===== config.mk =====
export PLATFORM = sky130hd
export DESIGN_NAME = binary_mask_centroid
export DESIGN_NICKNAME = d
export VERILOG_FILES = /design/src/sv/bmc_pkg.sv /design/src/sv/bmc_datapath.sv /design/src/sv/bmc_ctrl.sv /design/src/sv/binary_mask_centroid.sv
export VERILOG_INCLUDE_DIRS = /design/src /design/src/sv
export SDC_FILE = /design/constraint.sdc
export NUM_CORES = 1
export LEC_CHECK = 0
export BUFFER_PORTS_ARGS = -buffer_cell sky130_fd_sc_hd__buf_4
export CELL_PAD_IN_SITES_DETAIL_PLACEMENT = 1
export CELL_PAD_IN_SITES_GLOBAL_PLACEMENT = 1
export CORE_UTILIZATION = 49
export CTS_BUF_LIST = sky130_fd_sc_hd__clkbuf_16
export CTS_CLUSTER_DIAMETER = 200
export DETAILED_ROUTE_END_ITERATION = 7
export HOLD_SLACK_MARGIN = 0.03
export MAX_ROUTING_LAYER = met4
export PLACE_DENSITY = 0.83
export SYNTH_ARGS = -nofsm -noshare
export SYNTH_HDL_FRONTEND = slang
export SYNTH_SLANG_ARGS = --single-unit
export TNS_END_PERCENT = 5

===== constraint.sdc =====
create_clock -name clk_i -period 4.4 [get_ports clk_i]
set_input_delay 0.66 -clock clk_i [delete_from_list [all_inputs] [get_ports clk_i]]
set_output_delay 0.66 -clock clk_i [all_outputs]
set_load 0.02 [all_outputs]

===== src/sv/assert_macros.svh =====
// Assertion helpers: clocked on clk_i, held off while rst_ni is low.
`ifndef ASSERT_MACROS_SVH
`define ASSERT_MACROS_SVH

// Implication, checked at every rising edge outside reset.
`define ASSERT_CLK(label, prop, msg) \
  label: assert property (@(posedge clk_i) disable iff (!rst_ni) (prop)) else $error(msg);

// Condition that must never hold outside reset.
`define ASSERT_NEVER(label, cond, msg) \
  label: assert property (@(posedge clk_i) disable iff (!rst_ni) !(cond)) else $error(msg);

`endif


===== src/sv/bmc_pkg.sv =====
package bmc_pkg;

  localparam int MaxRows = 1024;
  localparam int MaxCols = 1024;

  localparam int CoordW = 10;
  localparam int CountW = 21;
  localparam int SumW   = 30;

  // one quotient bit per step
  localparam int DivSteps = SumW;
  localparam int StepW    = $clog2(DivSteps);

  typedef struct packed {
    logic pix_en;     // pixel beat accepted
    logic start_div;  // frame end: snapshot sums, clear accumulators
    logic div_step;   // one divider iteration
    logic load_out;   // move quotients to the output register
  } cmd_t;

  typedef struct packed {
    logic last_step;
  } sts_t;

endpackage


===== src/sv/bmc_datapath.sv =====
module bmc_datapath (
  input  logic                          clk_i,
  input  logic                          rst_ni,
  input  bmc_pkg::cmd_t                 cmd_i,
  output bmc_pkg::sts_t                 sts_o,
  input  logic                          mask_pixel_i,
  input  logic [bmc_pkg::CoordW-1:0]    pixel_row_i,
  input  logic [bmc_pkg::CoordW-1:0]    pixel_col_i,
  output logic [bmc_pkg::CoordW-1:0]    centroid_row_o,
  output logic [bmc_pkg::CoordW-1:0]    centroid_col_o,
  output logic [bmc_pkg::CountW-1:0]    foreground_count_o,
  output logic                          found_o
);

  typedef struct packed {
    logic [bmc_pkg::CountW-1:0] rem;
    logic [bmc_pkg::SumW-1:0]   quo;
  } div_t;

  function automatic div_t div_iter(input div_t cur, input logic [bmc_pkg::CountW-1:0] den);
    logic [bmc_pkg::CountW:0] sh;
    logic [bmc_pkg::CountW:0] diff;
    div_t                     nx;
    sh   = {cur.rem, cur.quo[bmc_pkg::SumW-1]};
    diff = sh - {1'b0, den};
    if (!diff[bmc_pkg::CountW]) begin
      nx.rem = diff[bmc_pkg::CountW-1:0];
      nx.quo = {cur.quo[bmc_pkg::SumW-2:0], 1'b1};
    end else begin
      nx.rem = sh[bmc_pkg::CountW-1:0];
      nx.quo = {cur.quo[bmc_pkg::SumW-2:0], 1'b0};
    end
    return nx;
  endfunction

  function automatic logic [bmc_pkg::CoordW-1:0] clamp(input logic [bmc_pkg::SumW-1:0] q);
    logic [bmc_pkg::CoordW-1:0] r;
    if (|q[bmc_pkg::SumW-1:bmc_pkg::CoordW]) begin
      r = '1;
    end else begin
      r = q[bmc_pkg::CoordW-1:0];
    end
    return r;
  endfunction

  logic [bmc_pkg::CountW-1:0] count_acc_q, count_acc_d;
  logic [bmc_pkg::SumW-1:0]   row_sum_q, row_sum_d;
  logic [bmc_pkg::SumW-1:0]   col_sum_q, col_sum_d;
  logic [bmc_pkg::StepW-1:0]  step_q;

  logic [bmc_pkg::CountW:0]   cnt_inc;
  logic [bmc_pkg::SumW:0]     row_add, col_add;
  logic                       hit;

  div_t                       row_div_q, col_div_q;
  logic [bmc_pkg::CountW-1:0] den_q;

  logic [bmc_pkg::CoordW-1:0] cen_row_q, cen_col_q;
  logic [bmc_pkg::CountW-1:0] cnt_out_q;
  logic                       found_q;

  always_comb begin
    hit     = mask_pixel_i && (int'(pixel_row_i) < bmc_pkg::MaxRows)
                           && (int'(pixel_col_i) < bmc_pkg::MaxCols);
    cnt_inc = {1'b0, count_acc_q} + (bmc_pkg::CountW+1)'(1);
    row_add = {1'b0, row_sum_q} + (bmc_pkg::SumW+1)'(pixel_row_i);
    col_add = {1'b0, col_sum_q} + (bmc_pkg::SumW+1)'(pixel_col_i);
    count_acc_d = count_acc_q;
    row_sum_d   = row_sum_q;
    col_sum_d   = col_sum_q;
    if (cmd_i.pix_en && hit) begin
      count_acc_d = cnt_inc[bmc_pkg::CountW] ? '1 : cnt_inc[bmc_pkg::CountW-1:0];
      row_sum_d   = row_add[bmc_pkg::SumW] ? '1 : row_add[bmc_pkg::SumW-1:0];
      col_sum_d   = col_add[bmc_pkg::SumW] ? '1 : col_add[bmc_pkg::SumW-1:0];
    end
  end

  always_ff @(posedge clk_i or negedge rst_ni) begin
    if (!rst_ni) begin
      count_acc_q <= '0;
      row_sum_q   <= '0;
      col_sum_q   <= '0;
      step_q      <= '0;
    end else begin
      if (cmd_i.start_div) begin
        count_acc_q <= '0;
        row_sum_q   <= '0;
        col_sum_q   <= '0;
        step_q      <= '0;
      end else begin
        count_acc_q <= count_acc_d;
        row_sum_q   <= row_sum_d;
        col_sum_q   <= col_sum_d;
        if (cmd_i.div_step) begin
          step_q <= step_q + (bmc_pkg::StepW)'(1);
        end
      end
    end
  end

  always_ff @(posedge clk_i) begin
    if (cmd_i.start_div) begin
      den_q         <= count_acc_d;
      row_div_q.rem <= '0;
      row_div_q.quo <= row_sum_d;
      col_div_q.rem <= '0;
      col_div_q.quo <= col_sum_d;
    end else if (cmd_i.div_step) begin
      row_div_q <= div_iter(row_div_q, den_q);
      col_div_q <= div_iter(col_div_q, den_q);
    end
    if (cmd_i.load_out) begin
      found_q   <= |den_q;
      cnt_out_q <= den_q;
      cen_row_q <= (|den_q) ? clamp(row_div_q.quo) : '0;
      cen_col_q <= (|den_q) ? clamp(col_div_q.quo) : '0;
    end
  end

  assign sts_o.last_step   = (step_q == (bmc_pkg::StepW)'(bmc_pkg::DivSteps - 1));
  assign centroid_row_o     = cen_row_q;
  assign centroid_col_o     = cen_col_q;
  assign foreground_count_o = cnt_out_q;
  assign found_o            = found_q;

endmodule


===== src/sv/bmc_ctrl.sv =====
`include "assert_macros.svh"

module bmc_ctrl (
  input  logic          clk_i,
  input  logic          rst_ni,
  input  logic          in_valid_i,
  input  logic          frame_end_i,
  output logic          in_stall_o,
  output logic          out_valid_o,
  input  logic          out_stall_i,
  input  bmc_pkg::sts_t sts_i,
  output bmc_pkg::cmd_t cmd_o
);

  typedef enum logic [1:0] {
    ST_RUN,
    ST_DIV,
    ST_FINISH
  } state_e;

  state_e state_q;
  logic   out_valid_q;
  logic   in_take;
  logic   out_take;
  logic   out_free;

  always_comb begin
    in_take  = in_valid_i && (state_q == ST_RUN);
    out_take = out_valid_q && !out_stall_i;
    out_free = !out_valid_q || !out_stall_i;
    cmd_o.pix_en    = in_take;
    cmd_o.start_div = in_take && frame_end_i;
    cmd_o.div_step  = (state_q == ST_DIV);
    cmd_o.load_out  = (state_q == ST_FINISH) && out_free;
  end

  always_ff @(posedge clk_i or negedge rst_ni) begin
    if (!rst_ni) begin
      state_q     <= ST_RUN;
      out_valid_q <= 1'b0;
    end else begin
      if (cmd_o.load_out) begin
        out_valid_q <= 1'b1;
      end else if (out_take) begin
        out_valid_q <= 1'b0;
      end
      case (state_q)
        ST_RUN: begin
          if (cmd_o.start_div) begin
            state_q <= ST_DIV;
          end
        end
        ST_DIV: begin
          if (sts_i.last_step) begin
            state_q <= ST_FINISH;
          end
        end
        ST_FINISH: begin
          if (out_free) begin
            state_q <= ST_RUN;
          end
        end
        default: state_q <= ST_RUN;
      endcase
    end
  end

  assign in_stall_o  = (state_q != ST_RUN);
  assign out_valid_o = out_valid_q;

  `ASSERT_CLK(a_start_enters_div, cmd_o.start_div |=> (state_q == ST_DIV), "frame end did not start division")
  `ASSERT_CLK(a_load_sets_valid, cmd_o.load_out |=> out_valid_q, "result load lost")
  `ASSERT_NEVER(a_no_overwrite, cmd_o.load_out && out_valid_q && out_stall_i, "pending result overwritten")

endmodule


===== src/sv/binary_mask_centroid.sv =====
// Channel  Dir  Handshake            Beat payload
// in       in   in_valid_i/in_stall_o   mask_pixel_i, pixel_row_i, pixel_col_i, frame_end_i
// out      out  out_valid_o/out_stall_i centroid_row_o, centroid_col_o,
//                                       foreground_count_o, found_o
//
// One pixel beat per cycle while accumulating.
// A frame end beat starts a restoring divider, one quotient bit per cycle for both
// sums in parallel: input stalled while dividing and loading the result, plus any wait for the output slot.
// The result sits in an output register; pixels of the next frame flow meanwhile.
// Reset (async, active low) clears the accumulators and leaves the output empty.
module binary_mask_centroid (
  input  logic                       clk_i,
  input  logic                       rst_ni,
  input  logic                       in_valid_i,
  output logic                       in_stall_o,
  input  logic                       mask_pixel_i,
  input  logic [bmc_pkg::CoordW-1:0] pixel_row_i,
  input  logic [bmc_pkg::CoordW-1:0] pixel_col_i,
  input  logic                       frame_end_i,
  output logic                       out_valid_o,
  input  logic                       out_stall_i,
  output logic [bmc_pkg::CoordW-1:0] centroid_row_o,
  output logic [bmc_pkg::CoordW-1:0] centroid_col_o,
  output logic [bmc_pkg::CountW-1:0] foreground_count_o,
  output logic                       found_o
);

  bmc_pkg::cmd_t cmd;
  bmc_pkg::sts_t sts;

  bmc_ctrl u_ctrl (
    .clk_i       (clk_i),
    .rst_ni      (rst_ni),
    .in_valid_i  (in_valid_i),
    .frame_end_i (frame_end_i),
    .in_stall_o  (in_stall_o),
    .out_valid_o (out_valid_o),
    .out_stall_i (out_stall_i),
    .sts_i       (sts),
    .cmd_o       (cmd)
  );

  bmc_datapath u_datapath (
    .clk_i              (clk_i),
    .rst_ni             (rst_ni),
    .cmd_i              (cmd),
    .sts_o              (sts),
    .mask_pixel_i       (mask_pixel_i),
    .pixel_row_i        (pixel_row_i),
    .pixel_col_i        (pixel_col_i),
    .centroid_row_o     (centroid_row_o),
    .centroid_col_o     (centroid_col_o),
    .foreground_count_o (foreground_count_o),
    .found_o            (found_o)
  );

endmodule


# Yosys cells after proc, flatten, opt, wreduce, memory -nomap -nowiden
# Cells that the tools add are included.
# totals
reg_bits,254
latch_bits,0
ramBits,0
rom_bits,0
input_bits,26
output_inout_bits,44
word_cells,68
n_memories,0
# classes
add_sub_neg,6
mul,0
div_mod_pow,0
n_lt_le_gt_ge,0
n_eq_ne,6
n_shift,0
mux,25
n_bitwise,0
n_reduce_logical,16
# op_table
op,count
30-bit 2-to-1 mux,10
51-bit 2-to-1 mux,2
21-bit 2-to-1 mux,3
30-bit by 10-bit adder with 31-bit output,2
22-bit by 21-bit subtractor with 22-bit output,2
20-bit OR reduction,2
21-bit by 1-bit adder with 22-bit output (second input constant),1
21-bit OR reduction,1
10-bit 2-to-1 mux,2
5-bit 2-to-1 mux,2
2-bit 2-to-1 mux,3
2-bit case mux with 3 select lines,1
2-bit nonzero test,3
5-bit by 1-bit adder with 5-bit output (second input constant),1
5-bit equality test (second input constant),1
1-bit logical AND,5
2-bit by 1-bit != test with 1-bit output (second input constant),2
3-bit AND reduction,1
2-bit by 1-bit equality test with 1-bit output (second input constant),1
2-bit equality test (second input constant),1
1-bit zero test,2
2-bit zero test,1
1-bit 2-to-1 mux,2
2-bit != test (second input constant),1
1-bit logical OR,1

# Depth between registers and ports, before layout
# Gate-level depths: netlist (run 1).
# depth
depth_word,5
mapped_depth,11
mapped_depth_nobuf,11

# Cells and area by module
# From an unflattened synthesis (run 1), not the netlist that was laid out.
# unflattened
hier_cells,1413
hier_area_um2,14038.5
# modules_own_cells
module,instances,cells_each,area_per_inst_um2,seq_area_each_um2
bmc_datapath,1,1395,13887.1,6686.4
bmc_ctrl,1,18,151.4,75.1

# Worst setup path before layout (run 1)
# OpenSTA, ideal clock, no wires.
# synth_timing
path_type,in2reg
start,in out_stall_i
end,"reg u_datapath.cen_col_q (netlist bit u_datapath.centroid_col_o[0]), enable pin"
setup_time_ps,455
arrival_time_ps,2742
t_required_ps,3945
setup_slack_ps,1203
cell_stages,1
path_buffers,0
cell_sequence,a21oi_1
# synth_via
elab_chain_len,3
# synth_rtl
element,line_no,source
start: declaration,binary_mask_centroid.sv:21,"input logic out_stall_i,"
1-bit zero test,bmc_ctrl.sv:30,out_free = !out_valid_q || !out_stall_i;
1-bit logical OR,bmc_ctrl.sv:30,
1-bit logical AND,bmc_ctrl.sv:34,cmd_o.load_out = (state_q == ST_FINISH) && out_free;
end signal: assignment,bmc_datapath.sv:116,cen_col_q <= (|den_q) ? clamp(col_div_q.quo) : '0;
end: declaration,bmc_datapath.sv:58,"logic [bmc_pkg::CoordW-1:0] cen_row_q, cen_col_q;"
# No other way between the ends.
# A chain may end at the register's enable or synchronous reset.

# Worst setup path after layout (run 1)
# layout_timing
start,reg u_datapath.den_q[1] (netlist bit)
end,reg u_datapath.col_div_q[49] (netlist bit)
# layout_via
elab_chain_len,2
# layout_rtl
element,line_no,source
start: declaration,bmc_datapath.sv:56,logic [bmc_pkg::CountW-1:0] den_q;
start signal: assignment,bmc_datapath.sv:103,den_q <= count_acc_d;
22-bit by 21-bit subtractor with 22-bit output,bmc_datapath.sv:25,"diff = sh - {1'b0, den};"
51-bit 2-to-1 mux,bmc_datapath.sv:26,if (!diff[bmc_pkg::CountW]) begin
end signal: assignment,bmc_datapath.sv:110,"col_div_q <= div_iter(col_div_q, den_q);"
end: declaration,bmc_datapath.sv:55,"div_t row_div_q, col_div_q;"
# No other way between the ends.

==> impl_metrics.py, run 1 <==
metrics = {
    "status": {
        "status": "completed",
    },
    "critical_path": {
        "slowest_stage": "edfxtp_1",
        "worstSetupStartpointType": "flip-flop",
        "cp-end-kind": "flip-flop",
        "critPathMaxFanout": 19,
        "reg2reg_to": "u_datapath.col_div_q[49]",
        "critPathTopFamily": "compound AO/OA/AOI/OAI gates",
        "crit_type": "reg2reg",
        "crit_path_max_incr_delay_ns": 0.54,
        "reg2reg_from": "u_datapath.den_q[1]",
        "critical_path.cell_chain": "inv_1 -> ha_1 -> nand2b_1 -> a21oi_1 -> o311ai_2 -> a21oi_1 -> o2111ai_1 -> nand3_2 -> buf_4 -> a32oi_1 -> o31ai_1",
        "endpoint": "u_datapath.col_div_q[49]",
        "startpoint": "u_datapath.den_q[1]",
        "worst_path_most_repeated_cell": "a21oi_1",
        "rr_worst_depth": 11,
        "cp.depth": 11,
        "cp_num_buf_inv": 2,
        "required_ns": 4.81,
        "crit_arrival_ns": 3.83,
        "ff2ff_setup_slack_ns": 0.99,
    },
    "detailed_routing": {
        "routedWlPerCell_um": 21.8,
        "vias": 11500,
        "drc_errors": 0,
        "ant_nets": 0,
        "first_pass_iters": 7,
        "totalWireLength_mm": 40.5,
        "vias_per_cell": 6.17,
        "drt_first_iter_violations": 792,
    },
    "place": {
        "hpwlAfterDp_mm": 27.4,
        "dp.cells": 1809,
        "gpl.final_weighted_congestion": 0.907,
        "port_buffers": 69,
    },
    "timing": {
        "max_freq_mhz": 293,
        "drv_slew": 0,
        "grt_setup_unrepaired": "false",
        "hold_viol_final": 0,
        "setup_viol": 0,
        "max_slew_margin_pct": 31.3,
        "tns_ns": 0,
        "worstMarginPinSlew_ns": 1.02,
        "layout_min_cycle_time_ns": 3.41,
        "fin_crit_sh_pct": 77.6,
        "skew_ns": 0.0108,
    },
    "power_and_ir_drop": {
        "p_int_mw": 6.78,
        "pwr-share-comb_pct": 42.5,
        "power_density_mw_per_mm2": 711,
        "p_total_mw": 11.2,
        "switchingPower_mw": 4.46,
        "swShare_pct": 39.7,
        "ir_worst_vdd_mv": 0.385,
        "clockPowerShare_pct": 22.9,
        "pwr-share-seq_pct": 34.6,
        "p_leak_nw": 6.71,
    },
    "clock_network": {
        "cts_hold_buf": 0,
        "path_clk_slew_ns": 0.06,
        "clock_latency_ns": 0.56,
        "cts_tree": "yes",
        "cts_sinks": 254,
        "root_buffer": "clkbuf_16",
        "cts_resized": 0,
        "post-cts-setup-buffers": 0,
        "numCtsBuffers": 29,
        "ctsHtreeMaxLevel": 1,
        "clock_path_buffers": 3,
    },
    "global_route": {
        "antenna_found_initial": 0,
        "track_usage_pct": 29.4,
        "grt_max_degree": 92,
        "grt_pass1_wl_mm": 65.0,
        "grt_overflow": 0,
        "first_global_vias": 12000,
    },
    "yosys": {
        "async_flop_share_pct": 35.0,
        "ys_types": 84,
        "syn_inst": 1401,
        "ys_ff_latch": 254,
        "ys_seq_area_share_pct": 48.6,
        "syn-num-nets": 1496,
        "syn_avg_cell_area_um2": 9.94,
        "ys.flop_type": "edfxtp_1",
        "synth_edf_count": 123,
        "ys_warn_count": 0,
        "syn-cell-area_mm2": 0.0139,
    },
    "final_layout": {
        "drive_above_1_share_pct": 11.1,
        "area_growth_pct": 13.6,
        "num_antenna_cells": 0,
        "fin_cells": 1862,
        "layout.nets": 1557,
    },
    "die": {
        "io_pins": 70,
        "die_y_um": 171,
        "die_area_mm2": 0.0291,
        "fp.dieW_um": 171,
        "row_count": 61,
        "core_region_area_mm2": 0.0279,
        "start_util_pct": 50.0,
    },
    "job": {
        "max_cap_viol_count": 0,
    },
    "hold_path": {
        "min_path_type": "in2async",
    },
}
==> worst register-to-register path: cells and delay by family (launching register included) <==
kind                     cells  cell delay (ns)
AO/OA/AOI/OAI                6             1.22
adder cells (fa/ha/maj)      1             0.32
buffers and inverters        2             0.53
flip-flops                   1             0.54
AND/OR/NAND/NOR              2             0.67
==> how the worst min path moves through the flow <==
stage | end | slack, ns | cells past startpoint
3_3_place_gp | u_datapath.foreground_count_o[4] | 0.44 | 0
5_1_grt | u_datapath.row_sum_q[6] | 0.32 | 1
3_5_place_dp | u_datapath.foreground_count_o[14] | 0.45 | 0
6_report | u_datapath.row_sum_q[5] | 0.26 | 1
2_1_floorplan | u_ctrl.out_valid_o | 0.36 | 0
4_1_cts | u_datapath.row_sum_q[5] | 0.29 | 1
==> state kept, by name, indices dropped and copies added, names as in the netlist, 2 cells and up <==
name                           cells
u_datapath.col_sum_q              30
u_datapath.row_sum_q              30
u_datapath.step_q                  5
u_ctrl.state_q                     2
u_datapath.count_acc_q            21
u_datapath.centroid_col_o         10
u_datapath.col_div_q              51
u_datapath.den_q                  21
u_datapath.row_div_q              51
u_datapath.centroid_row_o         10
u_datapath.foreground_count_o     21
==> final cells by class <==
cell class | instances | area [um^2]
Clock buffer | 29 | 726
Timing Repair Buffer | 81 | 608
Tap cell | 378 | 473
Multi-Input combinational cell | 1053 | 6800
Clock inverter | 24 | 277
Sequential cell | 254 | 6760
Inverter | 43 | 163
Fill cell | 3076 | 12000
==> power by group through the flow <==
| stage | Combinational [mW] | Clock [mW] | Sequential, mW |
|---|---|---|---|
| 3_3_place_gp | 4.41 | 0 | 3.88 |
| 2_1_floorplan | 3.61 | 0 | 3.71 |
| 5_1_grt | 5.29 | 2.68 | 3.96 |
| 6_report | 4.78 | 2.57 | 3.89 |
| 3_5_place_dp | 4.66 | 0 | 3.91 |
| 4_1_cts | 4.77 | 2.60 | 3.88 |
==> Yosys cell counts, types with 3 or more instances <==
| master | number | area (um^2) |
|---|---|---|
| nand2_1 | 142 | 533 |
| nor2_1 | 131 | 492 |
| edfxtp_1 | 123 | 3690 |
| o21ai_0 | 95 | 475 |
| dfrtp_1 | 89 | 2230 |
| a21oi_1 | 86 | 430 |
| ha_1 | 65 | 813 |
| nand3_1 | 50 | 250 |
| dfxtp_1 | 42 | 841 |
| inv_1 | 42 | 158 |
| xnor2_1 | 41 | 359 |
| clkbuf_1 | 40 | 150 |
| o21a_1 | 38 | 285 |
| mux2i_1 | 37 | 370 |
| nor3_1 | 34 | 170 |
| xor2_1 | 33 | 289 |
| and3_1 | 28 | 175 |
| a21o_1 | 27 | 203 |
| o31ai_1 | 22 | 165 |
| and2_1 | 21 | 131 |
| nor4_1 | 20 | 125 |
| nand4_1 | 19 | 119 |
| a31oi_1 | 15 | 93.8 |
| nand2b_1 | 14 | 87.6 |
| o22ai_1 | 10 | 62.6 |
| o21bai_1 | 8 | 60.1 |
| a211oi_1 | 7 | 52.6 |
| a32oi_1 | 7 | 61.3 |
| and4_1 | 7 | 61.3 |
| o21ai_1 | 7 | 35.0 |
| or3_1 | 7 | 43.8 |
| buf_1 | 5 | 18.8 |
| nor2b_1 | 5 | 31.3 |
| a22o_1 | 4 | 35.0 |
| a31o_2 | 4 | 35.0 |
| a41oi_1 | 4 | 35.0 |
| fa_1 | 4 | 80.1 |
| o211ai_1 | 4 | 30.0 |
| a221o_1 | 3 | 30.0 |
| o21ai_2 | 3 | 26.3 |
| or2_2 | 3 | 18.8 |
==> layout by cell type (no fill, tap or decap), types with 6 or more instances in the layout <==
| cell | count |
|---|---|
| nand4_1 | 19 |
| a21oi_1 | 85 |
| dfrtp_1 | 89 |
| a31oi_1 | 15 |
| and3_1 | 28 |
| o21a_1 | 38 |
| dfxtp_1 | 42 |
| xor2_1 | 33 |
| and2_1 | 21 |
| a32oi_1 | 7 |
| nand3_1 | 49 |
| clkinv_1 | 7 |
| ha_1 | 65 |
| o22ai_1 | 10 |
| clkinv_2 | 6 |
| nand2b_1 | 14 |
| clkbuf_16 | 29 |
| a21o_1 | 27 |
| inv_1 | 42 |
| nor2_1 | 130 |
| mux2i_1 | 37 |
| bufinv_16 | 6 |
| nand2_1 | 142 |
| a211oi_1 | 7 |
| o31ai_1 | 22 |
| nor3_1 | 34 |
| buf_4 | 81 |
| and4_1 | 7 |
| xnor2_1 | 41 |
| o21ai_1 | 7 |
| o21bai_1 | 8 |
| edfxtp_1 | 123 |
| nor4_1 | 20 |
| or3_1 | 7 |
| o21ai_0 | 95 |
==> per-stage QoR <==
stage                     instance area [um^2]  util (%)  setup WS [ns]  hold slack [ns]
final                                    15800      56.8          0.987            0.255
after global routing                     15800      56.8          0.699            0.316
after CTS                                15800      56.8          0.976            0.293
after detailed placement                 14800      53.2          0.752            0.451
after global placement                   14800      53.2          0.921            0.438
after floorplan                          13900         -           1.20            0.364
==> per-layer routing <==
| layer | vias up | track usage, % | wire (um) |
|---|---|---|---|
| met4 | 0 | 10.8 | 1440 |
| met5 | - | - | 0 |
| met3 | 98 | 3.19 | 1690 |
| li1 | 5276 | - | - |
| met2 | 307 | 50.5 | 20300 |
| met1 | 5805 | 35.7 | 17100 |
==> cell families after synthesis <==
logic type	after synthesis	share of synthesized area [%]
DFF	254	48.6
adders and majority gates	69	6.42
muxes	40	2.92
xor gates and xnor gates	74	4.66
buffers and inverters	94	2.77
and+or+nand+nor	499	17.2
AOI/OAI and AO/OA	371	17.5
Note: power is estimated with default switching activity, not from simulation.
==> run 2: changes to the inputs <==
- CORE_UTILIZATION: 49 -> 44
- PLACE_DENSITY: 0.83 -> 0.79
- clock period: 4.4 -> 2.92 ns (I/O delays scaled with it)
==> run 2 against run 1 <==
Against the previous run: the run now ends with design-rule violations, negative setup slack left; clock power increased by 37%; sequential share of layout area decreased by 2.1 points; total power increased by 54%; worst hold slack got worse by 0.081 ns; setup slack got worse by 1.0 ns; combinational power increased by 67%; critical path depth unchanged; wire length increased by 0.41%.
==> impl_metrics.py, run 2 (synthesis results as in run 1) <==
metrics = {
    "critical_path": {
        "worstSetupStartpointType": "flip-flop",
        "crit_arrival_ns": 3.19,
        "slowest_stage": "dfrtp_1",
        "ff2ff_setup_slack_ns": -0.02,
        "required_ns": 3.17,
        "crit_path_max_incr_delay_ns": 0.41,
        "critPathTopFamily": "compound AO/OA/AOI/OAI gates",
        "crit_type": "reg2reg",
        "cp-end-kind": "flip-flop",
        "worst_path_most_repeated_cell": "buf_4",
        "critical_path.cell_chain": "ha_4 -> fa_2 -> a21o_1 -> a21oi_2 -> o21ai_2 -> a2111oi_4 -> buf_4 -> o31ai_4 -> buf_4 -> o22ai_1 -> o21ai_0",
        "cp_num_buf_inv": 2,
        "critPathMaxFanout": 9,
    },
    "detailed_routing": {
        "drt_first_iter_violations": 802,
        "vias_per_cell": 5.89,
        "vias": 11600,
        "drc_errors": 8,
        "totalWireLength_mm": 40.7,
        "ant_nets": 0,
        "first_pass_iters": 8,
        "routedWlPerCell_um": 20.6,
    },
    "timing": {
        "holdWs_ns": 0.175,
        "hold_viol_final": 0,
        "max_slew_margin_pct": 51.0,
        "worstMarginPinSlew_ns": 0.734,
        "layout_min_cycle_time_ns": 2.94,
        "fin_crit_sh_pct": 101,
        "fin_ws_ns": -0.0213,
        "drv_slew": 0,
        "max_freq_mhz": 340,
        "setup_viol": 1,
        "grt_setup_unrepaired": "true",
        "skew_ns": 0.0142,
    },
    "place": {
        "port_buffers": 69,
        "dpl_cell_area_mm2": 0.0156,
        "hpwlAfterDp_mm": 28.2,
        "gpl.final_weighted_congestion": 0.866,
    },
    "power_and_ir_drop": {
        "power_density_mw_per_mm2": 1040,
        "p_total_mw": 17.3,
        "p_leak_nw": 7.18,
        "ir_worst_vdd_mv": 0.649,
    },
    "global_route": {
        "track_usage_pct": 25.9,
        "grt_max_degree": 113,
        "grt_overflow": 0,
        "first_global_vias": 12600,
        "antenna_found_initial": 0,
        "grt_pass1_wl_mm": 66.0,
    },
    "clock_network": {
        "cts_tree": "yes",
        "clock_path_buffers": 3,
        "clock_latency_ns": 0.55,
        "cts_sinks": 254,
        "ctsHtreeMaxLevel": 1,
        "numCtsBuffers": 29,
        "root_buffer": "clkbuf_16",
        "path_clk_slew_ns": 0.06,
    },
    "hold_path": {
        "min_path_type": "in2reg",
    },
    "final_layout": {
        "layout.nets": 1648,
        "area_growth_pct": 19.6,
        "fillers": 3436,
        "reg_top3": "u_datapath.col_div_q x51, u_datapath.row_div_q x51",
        "final_area_mm2": 0.0166,
        "final_cell_mix": "buf_4 (163), nand2_1 (141), nor2_1 (123), edfxtp_1 (123), o21ai_0 (91)",
        "drive_above_1_share_pct": 17.3,
        "final_util_pct": 54.0,
        "final_common_cell": "buf_4",
        "num_antenna_cells": 0,
    },
    "status": {
        "failed_checks": "design-rule violations, negative setup slack",
        "status": "complete, but fails checks",
    },
    "die": {
        "start_util_pct": 45.2,
        "core_region_area_mm2": 0.0308,
        "die_area_mm2": 0.0324,
        "row_count": 64,
        "fp.dieW_um": 180,
        "io_pins": 70,
        "die_y_um": 180,
    },
    "job": {
        "max_cap_viol_count": 0,
    },
}
-- run 2: metrics by stage --
step                      cells  worst slack [ns]  setup TNS (ns)
after detailed placement   1913            -0.305           -7.25
after floorplan            1401           -0.0426         -0.0426
after global routing       1971            -0.147          -0.733
final                      1971           -0.0213         -0.0213
after global placement     1913            -0.154           -2.86
after CTS                  1968           -0.0466         -0.0753
-- run 2: power breakdown --
part | total [mW] | switching (mW) | internal, mW
Clock | 3.51 | 1.49 | 2.02
Sequential | 5.86 | 0.801 | 5.06
Combinational | 7.97 | 4.51 | 3.46
-- run 2: worst register-to-register path, delay by kind of cell, from the launching register on --
| family | cells | cell delay [ns] |
|---|---|---|
| AOI/OAI and AO/OA | 7 | 1.27 |
| adders and majority gates | 2 | 0.59 |
| DFF | 1 | 0.41 |
| buffers and inverters | 2 | 0.39 |
-- run 2: layout make-up --
class / count / area [um^2] / share of cell area (%)
clock inverter: 23 / 149 / 0.894
clock buffer: 30 / 751 / 4.51
sequential: 254 / 6760 / 40.6
multi-input combinational: 1053 / 6940 / 41.7
tap: 396 / 495 / 2.98
inverter: 43 / 163 / 0.977
timing repair buffer: 172 / 1390 / 8.32
-- run 2: path summary, 6_finish.rpt --
| path | start | cells past startpoint | end |
|---|---|---|---|
| setup / recovery | u_datapath.row_sum_q[0] | 11 | u_datapath.row_div_q[0] |
| hold / removal | out_stall_i | 3 | u_ctrl.out_valid_o |
| setup reg to reg | u_datapath.row_sum_q[0] | 11 | u_datapath.row_div_q[0] |
| hold reg to reg | u_datapath.den_q[20] | 0 | u_datapath.foreground_count_o[20] |
| max in group asynchronous | rst_ni | 3 | u_datapath.step_q[1] |
| min in group asynchronous | rst_ni | 2 | u_datapath.row_sum_q[1] |
-- run 2: repair_timing --
| action | in CTS | in global routing |
|---|---|---|
| hold buffers | 1 | 0 |
| pin swaps | 3 | 11 |
| setup endpoints to repair | 28 | 85 |
| hold endpoints to repair | 43 | 0 |
| buffers inserted | 1 | 3 |
| resized for setup | 4 | 36 |
-- run 2: layer usage --
layer / routed length, um / vias up / track usage (%)
met4: 1300 / 0 / 7.93
met3: 1800 / 80 / 2.69
met1: 17600 / 5769 / 32.0
li1: - / 5455 / -
met5: 0 / - / -
met2: 20000 / 311 / 44.5
